==> src/sv/idfq_pkg.sv <==
package idfq_pkg;

  // Field widths of the stream payload
  localparam int unsigned ID_W     = 16;
  localparam int unsigned STATUS_W = 2;

  // Default sizing
  localparam int unsigned FREE_DEPTH_DEF = 256;
  localparam int unsigned ID_BITS_DEF    = 16;

  typedef enum logic [0:0] {
    CMD_ALLOC = 1'b0,
    CMD_FREE  = 1'b1
  } cmd_e;

  typedef enum logic [STATUS_W-1:0] {
    ST_OK        = 2'd0,
    ST_EXHAUSTED = 2'd1,
    ST_FULL      = 2'd2
  } status_e;

  // Result of one command as decided by the control logic
  typedef struct packed {
    logic            from_mem; // granted ID comes from the RAM read port
    logic [ID_W-1:0] grant;
    status_e         status;
  } res_t;

endpackage

==> src/sv/id_allocator_with_free_queue.sv <==
// Channel   Dir  tdata                   tuser
// s_axis    in   [15:0] freed_id         [0] command (0 allocate, 1 free)
// m_axis    out  [15:0] granted_id       [1:0] status (0 ok, 1 exhausted, 2 full)
//
// One command is taken per cycle while s_axis_tready is high; its result passes
// through the RAM read/decode stage (stage 1), then the output register, before it is offered.
// A pop reads the free-ID RAM through its registered read port, alongside stage 1.
// Reset clears pointers, count and the fresh-ID counter; the
// RAM contents are not cleared. A stalled output holds one result in the output
// register and one in stage 1 before s_axis_tready drops.
module id_allocator_with_free_queue #(
  parameter int unsigned FREE_DEPTH = idfq_pkg::FREE_DEPTH_DEF,
  parameter int unsigned ID_BITS    = idfq_pkg::ID_BITS_DEF
) (
  input  logic                          clk_i,
  input  logic                          rst_ni,
  input  logic                          s_axis_tvalid,
  output logic                          s_axis_tready,
  input  logic [idfq_pkg::ID_W-1:0]     s_axis_tdata,  // [15:0] freed_id
  input  logic [0:0]                    s_axis_tuser,  // [0] command
  output logic                          m_axis_tvalid,
  input  logic                          m_axis_tready,
  output logic [idfq_pkg::ID_W-1:0]     m_axis_tdata,  // [15:0] granted_id
  output logic [idfq_pkg::STATUS_W-1:0] m_axis_tuser   // [1:0] status
);
  import idfq_pkg::*;

  // Stored IDs keep only the bits that survive the ID_BITS mask
  localparam int unsigned STORE_W = (ID_BITS < ID_W) ? ID_BITS : ID_W;
  localparam int unsigned PTR_W   = $clog2(FREE_DEPTH);

  logic               accept;
  logic               ready;
  res_t               res;
  logic               we, re;
  logic [PTR_W-1:0]   waddr, raddr;
  logic [STORE_W-1:0] wdata, rdata;

  assign s_axis_tready = ready;
  assign accept        = s_axis_tvalid && ready;

  idfq_ctrl #(
    .FREE_DEPTH (FREE_DEPTH),
    .ID_BITS    (ID_BITS),
    .STORE_W    (STORE_W)
  ) u_ctrl (
    .clk_i      (clk_i),
    .rst_ni     (rst_ni),
    .accept_i   (accept),
    .cmd_i      (cmd_e'(s_axis_tuser)),
    .freed_id_i (s_axis_tdata),
    .res_o      (res),
    .we_o       (we),
    .waddr_o    (waddr),
    .wdata_o    (wdata),
    .re_o       (re),
    .raddr_o    (raddr)
  );

  idfq_ram #(
    .DEPTH (FREE_DEPTH),
    .WIDTH (STORE_W)
  ) u_ram (
    .clk_i   (clk_i),
    .we_i    (we),
    .waddr_i (waddr),
    .wdata_i (wdata),
    .re_i    (re),
    .raddr_i (raddr),
    .rdata_o (rdata)
  );

  idfq_out #(
    .STORE_W (STORE_W)
  ) u_out (
    .clk_i         (clk_i),
    .rst_ni        (rst_ni),
    .accept_i      (accept),
    .res_i         (res),
    .rdata_i       (rdata),
    .ready_o       (ready),
    .m_axis_tvalid (m_axis_tvalid),
    .m_axis_tready (m_axis_tready),
    .m_axis_tdata  (m_axis_tdata),
    .m_axis_tuser  (m_axis_tuser)
  );

endmodule

==> src/sv/idfq_ram.sv <==
module idfq_ram #(
  parameter int unsigned DEPTH = 256,
  parameter int unsigned WIDTH = 16
) (
  input  logic                     clk_i,
  input  logic                     we_i,
  input  logic [$clog2(DEPTH)-1:0] waddr_i,
  input  logic [WIDTH-1:0]         wdata_i,
  input  logic                     re_i,
  input  logic [$clog2(DEPTH)-1:0] raddr_i,
  output logic [WIDTH-1:0]         rdata_o
);

  logic [WIDTH-1:0] mem [DEPTH];
  logic [WIDTH-1:0] rdata_q;

  // Write port
  always_ff @(posedge clk_i) begin
    if (we_i) begin
      mem[waddr_i] <= wdata_i;
    end
  end

  // Registered read port, holds its data until the next read
  always_ff @(posedge clk_i) begin
    if (re_i) begin
      rdata_q <= mem[raddr_i];
    end
  end

  assign rdata_o = rdata_q;

endmodule

==> src/sv/idfq_ctrl.sv <==
module idfq_ctrl #(
  parameter int unsigned FREE_DEPTH = idfq_pkg::FREE_DEPTH_DEF,
  parameter int unsigned ID_BITS    = idfq_pkg::ID_BITS_DEF,
  parameter int unsigned STORE_W    = 16
) (
  input  logic                          clk_i,
  input  logic                          rst_ni,
  input  logic                          accept_i,
  input  idfq_pkg::cmd_e                cmd_i,
  input  logic [idfq_pkg::ID_W-1:0]     freed_id_i,
  output idfq_pkg::res_t                res_o,
  output logic                          we_o,
  output logic [$clog2(FREE_DEPTH)-1:0] waddr_o,
  output logic [STORE_W-1:0]            wdata_o,
  output logic                          re_o,
  output logic [$clog2(FREE_DEPTH)-1:0] raddr_o
);
  import idfq_pkg::*;

  localparam int unsigned PTR_W = $clog2(FREE_DEPTH);
  localparam int unsigned CNT_W = $clog2(FREE_DEPTH + 1);
  localparam logic [PTR_W-1:0] PTR_LAST = PTR_W'(FREE_DEPTH - 1);
  localparam logic [CNT_W-1:0] CNT_FULL = CNT_W'(FREE_DEPTH);
  localparam logic [ID_BITS-1:0] ID_MAX = '1;

  logic [PTR_W-1:0]   head_q, head_d;
  logic [PTR_W-1:0]   tail_q, tail_d;
  logic [CNT_W-1:0]   count_q, count_d;
  logic [ID_BITS-1:0] highest_q, highest_d;
  logic [31:0]        next_wide;
  logic               empty, full;

  assign empty     = (count_q == '0);
  assign full      = (count_q == CNT_FULL);
  assign next_wide = 32'(highest_q + ID_BITS'(1));

  // Command decode and pointer update
  always_comb begin
    head_d    = head_q;
    tail_d    = tail_q;
    count_d   = count_q;
    highest_d = highest_q;
    res_o     = '{from_mem: 1'b0, grant: '0, status: ST_OK};
    we_o      = 1'b0;
    re_o      = 1'b0;
    if (accept_i) begin
      unique case (cmd_i)
        CMD_ALLOC: begin
          if (!empty) begin
            // pop oldest freed ID, data arrives next cycle
            re_o         = 1'b1;
            res_o.from_mem = 1'b1;
            head_d       = (head_q == PTR_LAST) ? '0 : head_q + PTR_W'(1);
            count_d      = count_q - CNT_W'(1);
          end else if (highest_q == ID_MAX) begin
            res_o.status = ST_EXHAUSTED;
          end else begin
            highest_d   = highest_q + ID_BITS'(1);
            res_o.grant = next_wide[ID_W-1:0];
          end
        end
        CMD_FREE: begin
          if (full) begin
            res_o.status = ST_FULL;
          end else begin
            we_o    = 1'b1;
            tail_d  = (tail_q == PTR_LAST) ? '0 : tail_q + PTR_W'(1);
            count_d = count_q + CNT_W'(1);
          end
        end
        default: ;
      endcase
    end
  end

  assign waddr_o = tail_q;
  assign raddr_o = head_q;
  assign wdata_o = freed_id_i[STORE_W-1:0];

  // FIFO pointers and fresh-ID counter
  always_ff @(posedge clk_i or negedge rst_ni) begin
    if (!rst_ni) begin
      head_q    <= '0;
      tail_q    <= '0;
      count_q   <= '0;
      highest_q <= '0;
    end else begin
      head_q    <= head_d;
      tail_q    <= tail_d;
      count_q   <= count_d;
      highest_q <= highest_d;
    end
  end

endmodule

==> src/sv/idfq_out.sv <==
module idfq_out #(
  parameter int unsigned STORE_W = 16
) (
  input  logic                              clk_i,
  input  logic                              rst_ni,
  input  logic                              accept_i,
  input  idfq_pkg::res_t                    res_i,
  input  logic [STORE_W-1:0]                rdata_i,
  output logic                              ready_o,
  output logic                              m_axis_tvalid,
  input  logic                              m_axis_tready,
  output logic [idfq_pkg::ID_W-1:0]         m_axis_tdata,
  output logic [idfq_pkg::STATUS_W-1:0]     m_axis_tuser
);
  import idfq_pkg::*;

  logic            s1_valid_q, s1_valid_d;
  res_t            s1_q;
  logic            out_valid_q, out_valid_d;
  logic [ID_W-1:0] out_grant_q;
  status_e         out_status_q;
  logic            s1_move;
  logic [ID_W-1:0] grant_sel;

  // Stage 1 waits for RAM data, then moves into the output register
  assign s1_move = s1_valid_q && (!out_valid_q || m_axis_tready);
  assign ready_o = !s1_valid_q || s1_move;

  assign grant_sel = s1_q.from_mem ? ID_W'(rdata_i) : s1_q.grant;

  always_comb begin
    s1_valid_d = s1_valid_q;
    if (accept_i) begin
      s1_valid_d = 1'b1;
    end else if (s1_move) begin
      s1_valid_d = 1'b0;
    end
    out_valid_d = out_valid_q;
    if (s1_move) begin
      out_valid_d = 1'b1;
    end else if (m_axis_tready) begin
      out_valid_d = 1'b0;
    end
  end

  // Valid flags
  always_ff @(posedge clk_i or negedge rst_ni) begin
    if (!rst_ni) begin
      s1_valid_q  <= 1'b0;
      out_valid_q <= 1'b0;
    end else begin
      s1_valid_q  <= s1_valid_d;
      out_valid_q <= out_valid_d;
    end
  end

  // Payload
  always_ff @(posedge clk_i) begin
    if (accept_i) begin
      s1_q <= res_i;
    end
    if (s1_move) begin
      out_grant_q  <= grant_sel;
      out_status_q <= s1_q.status;
    end
  end

  assign m_axis_tvalid = out_valid_q;
  assign m_axis_tdata  = out_grant_q;
  assign m_axis_tuser  = out_status_q;

endmodule

==> config.mk <==
export PLATFORM = sky130hd
export DESIGN_NAME = id_allocator_with_free_queue
export DESIGN_NICKNAME = d
export VERILOG_FILES = /design/src/sv/idfq_pkg.sv /design/src/sv/id_allocator_with_free_queue.sv /design/src/sv/idfq_ram.sv /design/src/sv/idfq_ctrl.sv /design/src/sv/idfq_out.sv
export SDC_FILE = /design/constraint.sdc
export NUM_CORES = 2
export LEC_CHECK = 0
export BUFFER_PORTS_ARGS = -buffer_cell sky130_fd_sc_hd__buf_4
export CAP_MARGIN = 10
export CORE_ASPECT_RATIO = 1.25
export CORE_MARGIN = 2
export CORE_UTILIZATION = 40
export DETAILED_ROUTE_END_ITERATION = 16
export MAX_ROUTING_LAYER = met4
export PLACE_DENSITY_LB_ADDON = 0.2
export SLEW_MARGIN = 20
export SYNTH_ARGS = -nofsm -noshare
export SYNTH_HDL_FRONTEND = slang
export SYNTH_SLANG_ARGS = --single-unit
==> constraint.sdc <==
create_clock -name clk_i -period 3.6 [get_ports clk_i]
set_input_delay 0.54 -clock clk_i [delete_from_list [all_inputs] [get_ports clk_i]]
set_output_delay 0.54 -clock clk_i [all_outputs]
set_load 0.01 [all_outputs]
# == Word level (Yosys, flattened, before mapping) ==
# Memories as Yosys holds them, arrays and structs flattened. A register that Yosys moved wholly into a read port is not among the register bits.
# Cells that the tools add are included.
# totals
memories,1
elab_cells,64
regBits,80
output_inout_bits,20
ramBits,4096
# op_classes
add_sub_neg,6
muxes,22
reduce_logical,14
bitwise_logic,4
eq_ne,6
# mem_list
name,depth,word_bits,rd,rd_clocked_by_memory_dff,write_ports,line,text
u_ram.mem,256,16,1,1,1,idfq_ram.sv:14,logic [WIDTH-1:0] mem [DEPTH];
# op_table
cell,count
16-bit by 1-bit adder with 16-bit output (second input constant),2
9-bit two-way mux,2
9-bit case mux with 2 select lines,1
8-bit by 1-bit adder with 8-bit output (second input constant),2
16-bit equality test (second input constant),1
8-bit equality test (second input constant),2
16-bit two-way mux,1
8-bit two-way mux,2
1-bit two-way mux,13
9-bit by 1-bit adder with 9-bit output (second input constant),1
9-bit equality test (second input constant),1
9-bit logical NOT,1
3-bit AND reduction,3
9-bit by 1-bit subtractor with 9-bit output (second input constant),1
2-bit two-way mux,2
2-bit inequality test (second input constant),2
1-bit inverter,4
2-bit case mux with 2 select lines,1
4-bit AND reduction,1
2-bit nonzero test,2
3-bit OR reduction,1
1-bit logical AND,2
1-bit logical NOT,2
1-bit logical OR,2

# == Logic depth before layout (Yosys ltp) ==
# depth
ltp_word,8
depth_mapped,13
depth_no_buf,9

# == Cells and area by module ==
# A second synthesis with hierarchy kept.
# hier_totals
cells_unflattened,7701
area_unflattened_um2,162952.5
# modules_own_cells
module,cells_each,instances,seq_area_each_um2,area_each_um2
idfq_ram,7360,1,123478.4,158874.9
idfq_ctrl,277,1,1026.0,2625.0
idfq_out,63,1,1161.1,1446.4
id_allocator_with_free_queue,1,1,0.0,6.3

# == Least setup slack after synthesis ==
# Ideal clock, no wire load.
# synth_timing
kind,input to register
start,in m_axis_tready
end,mem u_ram.mem[218][0] (enable)
setup_ns,0.388
path_stages,8
arrival_time_ns,2.933
setup_slack_ns,0.278
cell_sequence,nand3b_1 -> nand2_1 -> or3_1 -> nor2_1 -> buf_2 -> nand4b_1 -> clkbuf_1 -> nor2_1
# synth_via
elab_chain_cells,7
# synth_lines
element,line,text
start: declaration,id_allocator_with_free_queue.sv:22,"input logic m_axis_tready,"
1-bit logical OR,idfq_out.sv:26,assign s1_move = s1_valid_q && (!out_valid_q || m_axis_tready);
1-bit logical AND,idfq_out.sv:26,
1-bit logical OR,idfq_out.sv:27,assign ready_o = !s1_valid_q || s1_move;
1-bit logical AND,id_allocator_with_free_queue.sv:40,assign accept = s_axis_tvalid && ready;
1-bit two-way mux,idfq_ctrl.sv:46,if (accept_i) begin
1-bit two-way mux,idfq_ram.sv:19,if (we_i) begin
1-bit two-way mux (implied by the code),idfq_ram.sv:20,mem[waddr_i] <= wdata_i;
end: declaration,idfq_ram.sv:14,
# Every way passes these cells.

==> results.txt <==
----------------------------------------------------
[Placed design]
  Input/output buffers ... 40
  Hpwl dp ... 303 mm
  Global placement routability congestion ... 0.875

[Clocking]
  Clock root buffer ... sky130_fd_sc_hd__clkbuf_16
  Number of clock sinks ... 4192
  Number of clock buffers inserted by TritonCTS ... 397
  Clk slew on worst S/H paths ... 60 ps
  Clock latency at the later pin of the worst-skew pair ... 950 ps
  Max clock buf depth ... 4
  CTS tree ... yes
  H-tree levels ... 5

[Yosys]
  Nets in the synthesized netlist ... 7364
  Post-Syn Area per Cell ... 22.0 sq um
  Sequential cell area fraction in the yosys report ... 78.0%
  Cell types with the highest counts after synthesis ... sky130_fd_sc_hd__edfxtp_1, sky130_fd_sc_hd__mux4_2, sky130_fd_sc_hd__nor2_1
  Largest area contributor in the netlist ... sky130_fd_sc_hd__edfxtp_1
  Largest cells by area after synthesis ... sky130_fd_sc_hd__edfxtp_1, sky130_fd_sc_hd__mux4_2, sky130_fd_sc_hd__mux2i_1
  Combined area of all synthesized cells ... 161000 sq um
  Most used standard cell by instance count after synthesis ... sky130_fd_sc_hd__edfxtp_1
  Synth cell types ... 74
  Share of flip-flops with an asynchronous set or reset after synthesis ... 1.03%
  Proportion of netlist area held by the largest area contributor ... 77.4%
  Number of warnings issued by yosys ... 0
  Synthesis-stage register bit count ... 4192
  Most common flop cell mapped by yosys ... sky130_fd_sc_hd__edfxtp_1
  Post-synth EDFFs ... 4149
  Number of instances in the synthesized netlist ... 7329

[Cells and area]
  Count of nets after finishing ... 8439
  Finished Core Util ... 47.8%
  Synth-to-layout area growth ... 19.1%
  Share of cells above drive strength 1 ... 32.9%

[Global routing]
  Combined global-route utilization of all metal layers ... 24.1%
  Via count of the first global-routing pass ... 82.8k
  First-pass GRT wire length ... 667 mm
  Largest net degree at the start of global routing ... 123
  Residual overflow from global routing ... 0
  Initial antenna violation count ... 20

[Critical path]
  WP buf/inv ... 7
  Most numerous cell on the critical path ... sky130_fd_sc_hd__buf_12
  Critical Path Max Stage Delay ... 540 ps
  Highest-delay cell along the critical path ... sky130_fd_sc_hd__mux4_2
  WP data arrival ... 4260 ps
  Critical path endpoint category ... flop
  Critical path cell sequence ... buf_12 > buf_12 > buf_16 > buf_16 > buf_12 > mux4_2 > a221oi_4 > buf_4 > o22ai_2 > nor3_2 > buf_4 > o32ai_1
  CP Data Required Time ... 4280 ps
  Category of cells accounting for the largest share of critical-path delay ... buffers and inverters
  Start-to-end type of the worst setup path ... flop to flop
  Peak fanout along the critical path ... 11
  Nature of the critical path startpoint ... flop

[Drt]
  Vias ... 82.3k
  Via-to-Cell Ratio ... 5.84
  Initial drt markers ... 10.1k
  WL final ... 482 mm
  Pre-antenna DRT Iters ... 5
  Antenna violation net count after detailed routing ... 0
  Count of unresolved DRC violations after routing ... 0
  Wire length per cell ... 34.2 um

[Timing]
  Fin crit share ... 99.3%
  Final total negative setup slack ... 0 ps
  Number of setup violations in the final report ... 0
  Final Hold Vio Count ... 0
  Transition time at the pin with the least slew margin ... 1350 ps
  Maximum frequency from static timing analysis ... 280 MHz
  Normalized max-slew margin ... 10.2%
  Clock Skew ... 38.0 ps
  Fin. max-slew vios ... 0
  Clock period minus final worst setup slack ... 3580 ps

[Floorplan]
  Die Width ... 572 um
  Floorplan die height ... 713 um
  Placement Rows ... 260
  Total core area ... 401000 sq um
  Total die area ... 408000 sq um
  Initial cell density of the core ... 40.2%
  Io pins ... 41

[Power and ir drop]
  Leakage Power ... 0.0607 uW
  Peak ir drop on the vdd network ... 0.656 mV
  Total power divided by cell area ... 710 nW/um^2
  Total Power ... 136000 uW

[Run status]
  Status ... finished clean

[Run]
  Maxcap violations ... 0

[Hold path]
  Type of the tightest min-delay check ... input port to flop

----------------------------------------------------
## timing repair
| action | 4_1_cts | 5_1_grt |
|---|---|---|
| pin swaps | 16 | 13 |
| hold buffers | 9 | 1 |
| hold endpoints to repair | 128 | 19 |
| endpoints found under the setup margin | 15 | 14 |
| gates resized for setup | 80 | 36 |
| cloned | 7 | 0 |
| buffers inserted | 20 | 8 |
## layout make-up
cell class	instances	area, sq um
Antenna cell	5	12.5
Clock buffer	461	10400
Clock inverter	258	2860
Fill cell	32637	209000
Inverter	14	57.6
Multi-Input combinational cell	2690	33600
Sequential cell	4192	126000
Tap cell	5371	6720
Timing Repair Buffer	1109	12500
## cell families (layout without fill, tap and decap cells)
kind of cell	count (synthesis)	in the layout	synth area share (%)
flip-flops	4192	4192	78.0
AO/OA/AOI/OAI	762	762	3.35
adder cells (fa/ha/maj)	14	14	0.113
multiplexers	1184	1184	14.7
other	0	5	0
AND/OR/NAND/NOR	690	690	1.90
buffers and inverters	447	1842	1.67
XOR/XNOR	40	40	0.218
## power breakdown
group	total, uW	internal, uW	leakage (uW)	switching [uW]
registers	54400	54000	0.0379	352
clock network	43100	24600	0.00640	18400
logic	38700	16400	0.0164	22300
## metrics by stage
| step | cells | setup slack [ps] | hold WS (ps) | area [sq um] |
|---|---|---|---|---|
| final | 14100 | 23.6 | 50.7 | 192000 |
| after global routing | 14099 | -17.4 | 34.2 | 192000 |
| after CTS | 14086 | -35.6 | 33.2 | 191000 |
| after detailed placement | 13331 | -627 | 422 | 177000 |
| after global placement | 13331 | -657 | 402 | 177000 |
| after floorplan | 7329 | 278 | 244 | 161000 |
## per-layer routing
layer	global-route usage, %	share of wire, %	vias up	wire length [um]
met3	3.39	7.0	666	33700
met1	31.6	40	44907	192000
met5	-	0	-	0
met4	8.30	3.8	0	18600
met2	38.9	49	3514	238000
li1	-	-	33259	-
## worst paths after layout
kind / from / end / slack, ps / cells after the start
max: u_ctrl.raddr_o[0] / u_ram.rdata_o[11] / 20 / 12
min: s_axis_tdata[14] / u_ram.mem[9][14] / 50 / 1
max reg2reg: u_ctrl.raddr_o[0] / u_ram.rdata_o[11] / 20 / 12
min reg2reg: u_out.s1_q[0] / u_out.m_axis_tuser[0] / 430 / 0
max in group asynchronous: rst_ni / u_ctrl.raddr_o[0] / 2760 / 2
min in group asynchronous: rst_ni / u_ctrl.highest_q[13] / 170 / 2
## cell usage in the layout, fill, tap and decap left out, types with 54 or more instances in the layout
cell type / synthesis / routed
sky130_fd_sc_hd__nor2_2: 0 / 117
sky130_fd_sc_hd__buf_12: 4 / 282
sky130_fd_sc_hd__bufinv_16: 0 / 56
sky130_fd_sc_hd__a22oi_1: 196 / 188
sky130_fd_sc_hd__clkinv_1: 0 / 86
sky130_fd_sc_hd__clkinv_2: 0 / 65
sky130_fd_sc_hd__o22ai_1: 80 / 72
sky130_fd_sc_hd__clkbuf_1: 154 / 54
sky130_fd_sc_hd__mux2i_1: 222 / 219
sky130_fd_sc_hd__mux4_2: 937 / 937
sky130_fd_sc_hd__buf_4: 60 / 771
sky130_fd_sc_hd__edfxtp_1: 4149 / 4149
sky130_fd_sc_hd__o21ai_0: 72 / 69
sky130_fd_sc_hd__a221oi_1: 100 / 87
sky130_fd_sc_hd__clkbuf_16: 0 / 404
sky130_fd_sc_hd__nand2_1: 140 / 134
sky130_fd_sc_hd__a21oi_1: 122 / 113
sky130_fd_sc_hd__nor2_1: 331 / 207
sky130_fd_sc_hd__a22o_1: 58 / 58
## registers in the layout (all words and copies together), names as in the netlist
register             flops
u_out.s1_q              19
u_out.m_axis_tuser       2
u_out.s1_valid_q         1
u_out.m_axis_tdata      16
u_ram.mem             4096
u_ctrl.count_q           9
u_ctrl.raddr_o           8
u_out.m_axis_tvalid      1
u_ctrl.waddr_o           8
u_ctrl.highest_q        16
u_ram.rdata_o           16
Note: power is estimated with default switching activity, not from simulation.
